<file path="config.mk">
export PLATFORM = sky130hd
export DESIGN_NAME = ds_twr_time_of_flight
export DESIGN_NICKNAME = d
export VERILOG_FILES = /design/src/rtl/dstwr_pkg.sv /design/src/rtl/dstwr_front.sv /design/src/rtl/dstwr_queue.sv /design/src/rtl/dstwr_back.sv /design/src/rtl/ds_twr_time_of_flight.sv
export SDC_FILE = /design/constraint.sdc
export NUM_CORES = 2
export LEC_CHECK = 0
export ABC_AREA = 1
export BUFFER_PORTS_ARGS = -buffer_cell sky130_fd_sc_hd__buf_2
export CAP_MARGIN = 20
export CELL_PAD_IN_SITES_DETAIL_PLACEMENT = 1
export CELL_PAD_IN_SITES_GLOBAL_PLACEMENT = 2
export CORE_ASPECT_RATIO = 1.75
export CORE_MARGIN = 2
export CORE_UTILIZATION = 46
export CTS_BUF_LIST = sky130_fd_sc_hd__clkbuf_8
export CTS_CLUSTER_DIAMETER = 30
export DETAILED_ROUTE_END_ITERATION = 10
export GPL_TIMING_DRIVEN = 0
export PLACE_DENSITY_LB_ADDON = 0.1
export SLEW_MARGIN = 20
export SYNTH_ARGS = -nofsm -noshare
export SYNTH_HDL_FRONTEND = slang
export SYNTH_SLANG_ARGS = --single-unit
</file>
<file path="constraint.sdc">
create_clock -name clk_i -period 30.2 [get_ports clk_i]
set_input_delay 9.06 -clock clk_i [delete_from_list [all_inputs] [get_ports clk_i]]
set_output_delay 9.06 -clock clk_i [all_outputs]
set_load 0.05 [all_outputs]
</file>
<file path="src/rtl/dstwr_pkg.sv">
// ----------------------------------------------------------------------------
// dstwr_pkg
// Types and constants shared by the two-way ranging time-of-flight block.
// ----------------------------------------------------------------------------
package dstwr_pkg;

  // distance scale, cm per tick in q16
  localparam logic [14:0] CmPerTickQ16 = 15'd30744;
  localparam logic [15:0] DistMax      = 16'hFFFF;

  // interval queue between front and back
  localparam int QDepth   = 2;
  localparam int QPtrW    = (QDepth > 1) ? $clog2(QDepth) : 1;
  localparam int QCntW    = $clog2(QDepth + 1);

  // one quotient bit per divider step
  localparam int DivSteps = 64;
  localparam int DivCntW  = $clog2(DivSteps);

  typedef struct packed {
    logic [31:0] poll_sent_remote;
    logic [31:0] reply_got_remote;
    logic [31:0] final_sent_remote;
    logic [31:0] poll_got_local;
    logic [31:0] reply_sent_local;
    logic [31:0] final_got_local;
  } stamps_t;

  typedef struct packed {
    logic signed [32:0] flight_ticks;
    logic [15:0]        distance_cm;
    logic               clipped;
    logic               zero_divisor;
  } result_t;

  // intervals of one exchange as handed from front to back
  typedef struct packed {
    logic [31:0] ra;
    logic [31:0] rb;
    logic [31:0] da;
    logic [31:0] db;
    logic [33:0] sum;
    logic        zero;
  } ivl_t;

  typedef enum logic [6:0] {
    S_IDLE = 7'b0000001,
    S_MULA = 7'b0000010,
    S_MULB = 7'b0000100,
    S_SUB  = 7'b0001000,
    S_DIV  = 7'b0010000,
    S_DIST = 7'b0100000,
    S_DONE = 7'b1000000
  } back_state_e;

endpackage

</file>
<file path="src/rtl/dstwr_front.sv">
// ----------------------------------------------------------------------------
// dstwr_front
// Takes the six timestamps, forms the four wrapping intervals and their sum.
// ----------------------------------------------------------------------------
module dstwr_front (
  input  logic              clk_i,
  input  logic              rst_ni,
  input  logic              in_valid_i,
  output logic              in_ready_o,
  input  dstwr_pkg::stamps_t in_data_i,
  output logic              ivl_valid_o,
  input  logic              ivl_ready_i,
  output dstwr_pkg::ivl_t   ivl_o
);
  import dstwr_pkg::*;

  logic  valid_q;
  ivl_t  ivl_q;
  ivl_t  ivl_d;

  always_comb begin
    ivl_d.ra   = in_data_i.reply_got_remote - in_data_i.poll_sent_remote;
    ivl_d.rb   = in_data_i.final_got_local - in_data_i.reply_sent_local;
    ivl_d.da   = in_data_i.final_sent_remote - in_data_i.reply_got_remote;
    ivl_d.db   = in_data_i.reply_sent_local - in_data_i.poll_got_local;
    ivl_d.sum  = {2'b00, ivl_d.ra} + {2'b00, ivl_d.rb}
               + {2'b00, ivl_d.da} + {2'b00, ivl_d.db};
    ivl_d.zero = (ivl_d.sum == 34'd0);
  end

  assign in_ready_o  = !valid_q || ivl_ready_i;
  assign ivl_valid_o = valid_q;
  assign ivl_o       = ivl_q;

  always_ff @(posedge clk_i or negedge rst_ni) begin
    if (!rst_ni) begin
      valid_q <= 1'b0;
    end else if (in_ready_o) begin
      valid_q <= in_valid_i;
    end
  end

  always_ff @(posedge clk_i) begin
    if (in_valid_i && in_ready_o) begin
      ivl_q <= ivl_d;
    end
  end

endmodule

</file>
<file path="src/rtl/dstwr_queue.sv">
// ----------------------------------------------------------------------------
// dstwr_queue
// Short first-in first-out queue of interval sets between front and back.
// ----------------------------------------------------------------------------
module dstwr_queue (
  input  logic            clk_i,
  input  logic            rst_ni,
  input  logic            push_valid_i,
  output logic            push_ready_o,
  input  dstwr_pkg::ivl_t push_data_i,
  output logic            pop_valid_o,
  input  logic            pop_ready_i,
  output dstwr_pkg::ivl_t pop_data_o
);
  import dstwr_pkg::*;

  ivl_t             entry_q [QDepth];
  logic [QPtrW-1:0] wr_ptr_q;
  logic [QPtrW-1:0] rd_ptr_q;
  logic [QCntW-1:0] count_q;
  logic             push;
  logic             pop;

  assign push_ready_o = (count_q != QCntW'(QDepth));
  assign pop_valid_o  = (count_q != '0);
  assign pop_data_o   = entry_q[rd_ptr_q];
  assign push         = push_valid_i && push_ready_o;
  assign pop          = pop_valid_o && pop_ready_i;

  always_ff @(posedge clk_i or negedge rst_ni) begin
    if (!rst_ni) begin
      wr_ptr_q <= '0;
      rd_ptr_q <= '0;
      count_q  <= '0;
    end else begin
      if (push) begin
        wr_ptr_q <= (wr_ptr_q == QPtrW'(QDepth - 1)) ? '0 : wr_ptr_q + 1'b1;
      end
      if (pop) begin
        rd_ptr_q <= (rd_ptr_q == QPtrW'(QDepth - 1)) ? '0 : rd_ptr_q + 1'b1;
      end
      case ({push, pop})
        2'b10:   count_q <= count_q + 1'b1;
        2'b01:   count_q <= count_q - 1'b1;
        default: count_q <= count_q;
      endcase
    end
  end

  always_ff @(posedge clk_i) begin
    if (push) begin
      entry_q[wr_ptr_q] <= push_data_i;
    end
  end

endmodule

</file>
<file path="src/rtl/dstwr_back.sv">
// ----------------------------------------------------------------------------
// dstwr_back
// Products, signed difference, radix-2 division and distance scaling.
// ----------------------------------------------------------------------------
module dstwr_back (
  input  logic               clk_i,
  input  logic               rst_ni,
  input  logic               ivl_valid_i,
  output logic               ivl_ready_o,
  input  dstwr_pkg::ivl_t    ivl_i,
  output logic               out_valid_o,
  input  logic               out_ready_i,
  output dstwr_pkg::result_t out_data_o
);
  import dstwr_pkg::*;

  back_state_e        state_q, state_d;
  ivl_t               ivl_q;
  logic [63:0]        p1_q, p2_q;
  logic [63:0]        quo_q;
  logic [33:0]        rem_q;
  logic               neg_q;
  logic               zero_q;
  logic [DivCntW-1:0] cnt_q;
  logic [46:0]        prod_q;
  logic               out_valid_q;
  result_t            out_q;

  logic [31:0]        mul_a, mul_b;
  logic [63:0]        mul_p;
  logic [34:0]        rem_sh;
  logic [35:0]        diff;
  logic               fits;
  logic               slot_free;
  logic [32:0]        mag33;
  result_t            res_d;

  // one shared multiplier for both interval products
  assign mul_a = (state_q == S_MULA) ? ivl_q.ra : ivl_q.da;
  assign mul_b = (state_q == S_MULA) ? ivl_q.rb : ivl_q.db;
  assign mul_p = 64'(mul_a) * 64'(mul_b);

  // restoring divider step
  assign rem_sh = {rem_q, quo_q[63]};
  assign diff   = {1'b0, rem_sh} - {2'b00, ivl_q.sum};
  assign fits   = !diff[35];

  assign slot_free   = !out_valid_q || out_ready_i;
  assign ivl_ready_o = (state_q == S_IDLE);

  always_comb begin
    mag33              = {1'b0, quo_q[31:0]};
    res_d.flight_ticks = neg_q ? (~mag33 + 33'd1) : mag33;
    res_d.clipped      = (prod_q[46:32] != '0);
    res_d.distance_cm  = res_d.clipped ? DistMax : prod_q[31:16];
    res_d.zero_divisor = zero_q;
  end

  always_comb begin
    state_d = state_q;
    case (state_q)
      S_IDLE: if (ivl_valid_i) state_d = ivl_i.zero ? S_DIST : S_MULA;
      S_MULA: state_d = S_MULB;
      S_MULB: state_d = S_SUB;
      S_SUB:  state_d = S_DIV;
      S_DIV:  if (cnt_q == DivCntW'(DivSteps - 1)) state_d = S_DIST;
      S_DIST: state_d = S_DONE;
      S_DONE: if (slot_free) state_d = S_IDLE;
      default: state_d = S_IDLE;
    endcase
  end

  always_ff @(posedge clk_i or negedge rst_ni) begin
    if (!rst_ni) begin
      state_q     <= S_IDLE;
      out_valid_q <= 1'b0;
      cnt_q       <= '0;
    end else begin
      state_q <= state_d;
      if (state_q == S_SUB) begin
        cnt_q <= '0;
      end else if (state_q == S_DIV) begin
        cnt_q <= cnt_q + 1'b1;
      end
      if (state_q == S_DONE && slot_free) begin
        out_valid_q <= 1'b1;
      end else if (out_ready_i) begin
        out_valid_q <= 1'b0;
      end
    end
  end

  always_ff @(posedge clk_i) begin
    case (state_q)
      S_IDLE: begin
        ivl_q  <= ivl_i;
        zero_q <= ivl_i.zero;
        neg_q  <= 1'b0;
        quo_q  <= '0;
      end
      S_MULA: p1_q <= mul_p;
      S_MULB: p2_q <= mul_p;
      S_SUB: begin
        rem_q <= '0;
        if (p1_q >= p2_q) begin
          quo_q <= p1_q - p2_q;
          neg_q <= 1'b0;
        end else begin
          quo_q <= p2_q - p1_q;
          neg_q <= 1'b1;
        end
      end
      S_DIV: begin
        rem_q <= fits ? diff[33:0] : rem_sh[33:0];
        quo_q <= {quo_q[62:0], fits};
      end
      S_DIST: prod_q <= 47'(quo_q[31:0]) * 47'(CmPerTickQ16);
      S_DONE: if (slot_free) out_q <= res_d;
      default: ;
    endcase
  end

  assign out_valid_o = out_valid_q;
  assign out_data_o  = out_q;

endmodule

</file>
<file path="src/rtl/ds_twr_time_of_flight.sv">
// ----------------------------------------------------------------------------
// ds_twr_time_of_flight
// Asymmetric double-sided two-way ranging: flight time and distance.
// ----------------------------------------------------------------------------
// back end: one exchange at a time, through the shared 32x32 multiplier and the
//   64-step radix-2 divider; it takes a new exchange only when idle
// the front end and a 2-entry queue keep taking exchanges while the back works
// reset: asynchronous active low, clears queue, control state and valid flags
// ----------------------------------------------------------------------------
module ds_twr_time_of_flight (
  input  logic                clk_i,
  input  logic                rst_ni,
  input  logic                in_valid_i,
  output logic                in_ready_o,
  input  dstwr_pkg::stamps_t  in_data_i,
  output logic                out_valid_o,
  input  logic                out_ready_i,
  output dstwr_pkg::result_t  out_data_o
);
  import dstwr_pkg::*;

  logic fr_valid, fr_ready;
  ivl_t fr_ivl;
  logic bk_valid, bk_ready;
  ivl_t bk_ivl;

  dstwr_front u_front (
    .clk_i       (clk_i),
    .rst_ni      (rst_ni),
    .in_valid_i  (in_valid_i),
    .in_ready_o  (in_ready_o),
    .in_data_i   (in_data_i),
    .ivl_valid_o (fr_valid),
    .ivl_ready_i (fr_ready),
    .ivl_o       (fr_ivl)
  );

  dstwr_queue u_queue (
    .clk_i        (clk_i),
    .rst_ni       (rst_ni),
    .push_valid_i (fr_valid),
    .push_ready_o (fr_ready),
    .push_data_i  (fr_ivl),
    .pop_valid_o  (bk_valid),
    .pop_ready_i  (bk_ready),
    .pop_data_o   (bk_ivl)
  );

  dstwr_back u_back (
    .clk_i       (clk_i),
    .rst_ni      (rst_ni),
    .ivl_valid_i (bk_valid),
    .ivl_ready_o (bk_ready),
    .ivl_i       (bk_ivl),
    .out_valid_o (out_valid_o),
    .out_ready_i (out_ready_i),
    .out_data_o  (out_data_o)
  );

  // zero interval sum gives all-zero results
  assert property (@(posedge clk_i) disable iff (!rst_ni)
    out_valid_o && out_data_o.zero_divisor |->
      out_data_o.flight_ticks == 33'sd0 && out_data_o.distance_cm == 16'd0 &&
      !out_data_o.clipped)
    else $error("zero divisor result not cleared");

  // saturation flag only with full-scale distance
  assert property (@(posedge clk_i) disable iff (!rst_ni)
    out_valid_o && out_data_o.clipped |-> out_data_o.distance_cm == DistMax)
    else $error("clipped without saturated distance");

  // a nonzero distance needs a nonzero flight time
  assert property (@(posedge clk_i) disable iff (!rst_ni)
    out_valid_o && out_data_o.distance_cm != 16'd0 |->
      out_data_o.flight_ticks != 33'sd0)
    else $error("distance without flight time");

endmodule

</file>
; ---- Word level (Yosys, flattened, before mapping)
; Memory sizes are Yosys's and may differ from the RTL's.
; Index checks and enable logic that the tools add are counted.
[totals]
ff_bits = 667
mem_bits_rw = 326
input_bits = 196
out_inout_bits = 53
elab_cells = 107
mem_count = 1
[mem_list]
columns = memory, depth, width, read_ports, rd_clocked_by_memory_dff, write_ports, line_no
row1 = u_queue.entry_q, 2, 163, 1, 0, 1, dstwr_queue.sv:17  ; ivl_t entry_q [QDepth];
[classes]
add_sub_neg = 16
mul = 2
n_lt_le_gt_ge = 1
eq_ne = 14
n_mux = 23
bitwise = 1
reduce_logical = 19
[op_table]
columns = operator, count
row1 = case mux 64 bit (3 select lines), 1
row2 = subtractor 32 bit, 4
row3 = subtractor 64 bit, 2
row4 = 2-to-1 mux 32 bit, 3
row5 = adder 34 x 32 -> 34 bit, 2
row6 = case mux 34 bit (2 select lines), 1
row7 = >= comparator 64 bit, 1
row8 = multiplier 32 x 32 -> 64 bit, 1
row9 = 2-to-1 mux 64 bit, 1
row10 = case mux 7 bit (7 select lines), 1
row11 = "multiplier 32 x 12 -> 44 bit, second input constant", 1
row12 = subtractor 35 x 34 -> 36 bit, 1
row13 = zero test 34 bit, 1
row14 = 2-to-1 mux 34 bit, 1
row15 = adder 32 x 32 -> 33 bit, 1
row16 = "adder 33 x 1 -> 33 bit, second input constant", 1
row17 = NOT 32 -> 33 bit, 1
row18 = 2-to-1 mux 7 bit, 3
row19 = 2-to-1 mux 6 bit, 3
row20 = nonzero test 15 bit, 1
row21 = nonzero test 2 bit, 5
row22 = "== test 7 x 1 -> 1 bit, second input constant", 1
row23 = "== test 7 x 2 -> 1 bit, second input constant", 1
row24 = "== test 7 x 3 -> 1 bit, second input constant", 1
row25 = 22 further kinds, 37

; ---- Depth between registers and ports, before layout
[logic_depth]
depth_word = 5
ltp_mapped = 40

; ---- By module
; A second synthesis with hierarchy kept.
[unflattened]
hier_cells = 11835
area_unflattened_um2 = 99668.1
[by_module_without_submodules]
columns = mod, instances, cells_per_inst, area_each_um2, seq_area_each_um2
row1 = dstwr_back, 1, 8766, 70760.4, 14525.2
row2 = dstwr_front, 1, 2188, 16732.3, 4919.7
row3 = dstwr_queue, 1, 881, 12175.4, 9889.5

; ---- Worst setup path after synthesis
; OpenSTA, ideal clock, no wires.
[synth_timing]
path_kind = register to register
startpoint = register u_back.state_q[6]
endpoint = register u_back.state_q[5]
setup_time_ns = 0.128
arrival_ns = 20.641
required_time_ns = 30.072
path_slack_ns = 9.431
stages_incl_launch_ff = 8
path_buffers = 0
synth_period_minus_slack_ns = 20.769
cell_sequence = dfrtp_1 -> nor3_2 -> inv_1 -> nor4_1 -> inv_1 -> nand2_1 -> nor4_1 -> a211oi_1
[synth_via]
elab_chain_len = 3
elab_cells_between_ends = 12
[synth_rtl]
columns = element, line_no
row1 = from (decl), dstwr_back.sv:17  ; back_state_e state_q, state_d;
row2 = from (signal assigned), dstwr_back.sv:79  ; state_q <= state_d;
row3 = "== test 7 x 5 -> 1 bit, or another cell as far along", dstwr_back.sv:61  ; case (state_q)
row4 = inequality test 2 x 1 -> 1 bit (no line), -
row5 = AND reduction 3 bit (no line), -
; Parallel ways exist; a longest one is shown, timed or not.
; A chain may end at the register's enable or synchronous reset.

==> results.toml <==
[clocking]
clkSlewWorstSetupHoldPaths_ns = 0.06
cts_tree = "built"
cts_root_buf = "clkbuf_8"
cts_sinks = 980
clock_latency_ns = 1.05
hold_buffers = 0
cts_buffer_depth = 4
cts_resized = 0
htreeDepth = 4
cts_setup_buffers = 0
cts_made_buffers = 179

[synth]
synth_edf_count = 961
syn-instance-count = 10400
synth_seq_cells = 980
yosysSeqAreaShare_pct = 30.7
avgSynthCellArea_um2 = 9.13
yosysWarnings = 0
yosysUniqueCellTypes = 63
syn_nets = 12500
synthesis.area_mm2 = 0.0954
synth_top_flop_cell = "edfxtp_1"
async_flop_share_pct = 1.94
synth_area_leaders = "edfxtp_1 30%, fa_1 22%, ha_1 11%"
yosysTopAreaCell = "edfxtp_1"
synth_top_area_share_pct = 30.2

[placed_design]
gp_congestion = 1.09
port_buffers = 248
dp.cells = 13400
place_area_mm2 = 0.101
post-place-ws_ns = 12.55
place_hpwl_mm = 365

[die]
initial_core_util_pct = 46.2
die_x_um = 348
core_area_mm2 = 0.207
placementRows = 221
die-area_mm2 = 0.211
die_h_um = 607
ios = 249

[global_route]
grt_pass1_wl_mm = 619
overflow = 0
grt_max_degree = 102
grt_usage_pct = 41.8
antenna_found_initial = 26
grt_pass1_vias = 90200

[timing]
finalClockSkew_ns = 0.166
fmax_mhz = 58.2
tightest_slew_ns = 1.34
rsz0062_at_grt = "false"
relSlewSlack_pct = 9.65
layout_setup_ws_ns = 13.01
finalSetupViolations = 0
period_share_pct = 56.9
slew_viol_final = 0
period_needed_ns = 17.19
hold_violations = 0

[routing]
routed_wl_mm = 438
route.detailed.drc = 0
drtIter0Drc = 4792
drtPass1Iterations = 5
dr_total_vias = 80300
ant_nets = 0
avgRoutedWirePerCell_um = 31.8
avgViaCountPerCell = 5.82

[setup_path]
crit_arrival_ns = 18.03
path_buf_inv = 3
start_kind = "primary input"
path_common_cell = "nand2_1"
cp-end-kind = "flip-flop"
path_class = "primary input to flip-flop"
cpMaxStageDelayCell = "nor4_1"
path_delay_family = "simple AND/OR/NAND/NOR gates"
crit_required_ns = 31.04
cp_slowest_stage_delay_ns = 0.82
crit_fanout = 5

[final_layout]
area_growth_pct = 9.92
drive_above_1_share_pct = 8.65
fin_cells = 13800
fin_nets = 13000
post-route-util_pct = 50.8
final_area_mm2 = 0.105

[run_status]
outcome = "finished, final reports clean"

[hold_path]
hold_path.class = "flip-flop to flip-flop"

[flow_run]
maxCapViolCount = 0
Yosys cell counts, drive strengths merged, types with 2 or more instances:
| library cell | count |
|---|---|
| nand3b | 23 |
| ha | 807 |
| o311ai | 2 |
| and3 | 6 |
| nand2 | 1810 |
| o21a | 40 |
| a21boi | 21 |
| o2111ai | 6 |
| o21ai | 483 |
| inv | 2012 |
| a2111oi | 2 |
| clkbuf | 194 |
| a31oi | 79 |
| dfrtp | 18 |
| and2 | 2 |
| a211oi | 13 |
| o21bai | 52 |
| a21o | 40 |
| edfxtp | 961 |
| nand4 | 66 |
| fa | 1044 |
| nor4 | 23 |
| a221oi | 10 |
| o221ai | 7 |
| buf | 46 |
| nor2 | 1166 |
| a21oi | 614 |
| nor3 | 52 |
| o22ai | 3 |
| clkinv | 18 |
| o211ai | 28 |
| xor2 | 236 |
| nand3 | 238 |
| a31o | 2 |
| or2 | 35 |
| xnor2 | 110 |
| o31ai | 9 |
| mux2 | 163 |
cell type report:
| type | instances | area, µm² |
|---|---|---|
| diodes | 22 | 55.1 |
| plain buffers | 240 | 1060 |
| clock buffers | 180 | 2480 |
| clock inverters | 139 | 1300 |
| fillers | 24000 | 102000 |
| inverters | 2030 | 7630 |
| multi-input cells | 7198 | 57600 |
| flip-flops and latches | 980 | 29300 |
| well taps | 2676 | 3350 |
| repair buffers | 324 | 2050 |
through the flow:
| step | hold WS [ns] | TNS (ns) |
|---|---|---|
| after global routing | 0.417 | 0 |
| after CTS | 0.409 | 0 |
| final | 0.420 | 0 |
| after detailed placement | 0.412 | 0 |
| after global placement | 0.405 | -312.65 |
| after floorplan | 0.400 | 0 |
state kept, by name (all words and copies together) (netlist names), 2 cells and up:
| signal | count |
|---|---|
| u_back.p2_q | 64 |
| u_back.quo_q | 64 |
| u_queue.count_q | 2 |
| u_back.state_q | 7 |
| u_back.cnt_q | 6 |
| u_front.ivl_o | 163 |
| u_queue.entry_q | 326 |
| u_back.out_data_o | 51 |
| u_back.p1_q | 64 |
| u_back.prod_q | 31 |
| u_back.rem_q | 34 |
| u_back.ivl_q | 162 |
path summary, 6_finish.rpt:
check	from	end	slack, ns	depth (start not counted)
min	u_back.zero_q$_DFFE_PP_	u_back.out_data_o[0]$_DFFE_PP_	0.42	0
min in group asynchronous	rst_ni	u_queue.rd_ptr_q$_DFFE_PN0P_	8.02	1
max	in_data_i[42]	u_front.ivl_o[0]$_DFFE_PP_	13.01	33
max in group asynchronous	rst_ni	u_back.state_q[2]$_DFFE_PN0P_	21.66	1
min reg2reg	u_back.zero_q$_DFFE_PP_	u_back.out_data_o[0]$_DFFE_PP_	0.42	0
max reg2reg	u_back.state_q[0]$_DFFE_PN1P_	u_back.p2_q[60]$_DFFE_PP_	16.62	34
layer usage:
layer | vias to the layer above | track usage, % | wire (µm)
met2 | 3619 | 76.7 | 227000
met1 | 40000 | 33.8 | 122000
met4 | 16 | 50.0 | 65800
li1 | 34400 | - | -
met3 | 2225 | 8.47 | 23100
met5 | - | 0.252 | 134
layout by cell type (no fill, tap or decap), types with 54 or more instances in the layout:
cell type	instances
edfxtp_1	961
nand3_1	237
mux2_2	163
nand2_1	1808
nor2_1	1154
xor2_1	236
xnor2_1	109
a31oi_1	79
o21ai_0	393
clkbuf_1	140
inv_1	2025
o21ai_1	56
fa_1	1044
buf_2	313
a21oi_1	612
clkbuf_8	180
clkbuf_2	54
ha_1	807
nand4_1	66
cells by family after synthesis:
group	after synthesis	synth area share, %
simple gates	3423	14.3
mux	163	1.92
fa+ha+maj	1851	32.5
xor+xnor	346	3.18
buf+inv	2270	9.03
compound gates	1415	8.31
flops	980	30.7
Power is left out: the tool's default activity adds up to more than one toggle a clock period on the data nets, which glitch-free logic cannot reach.
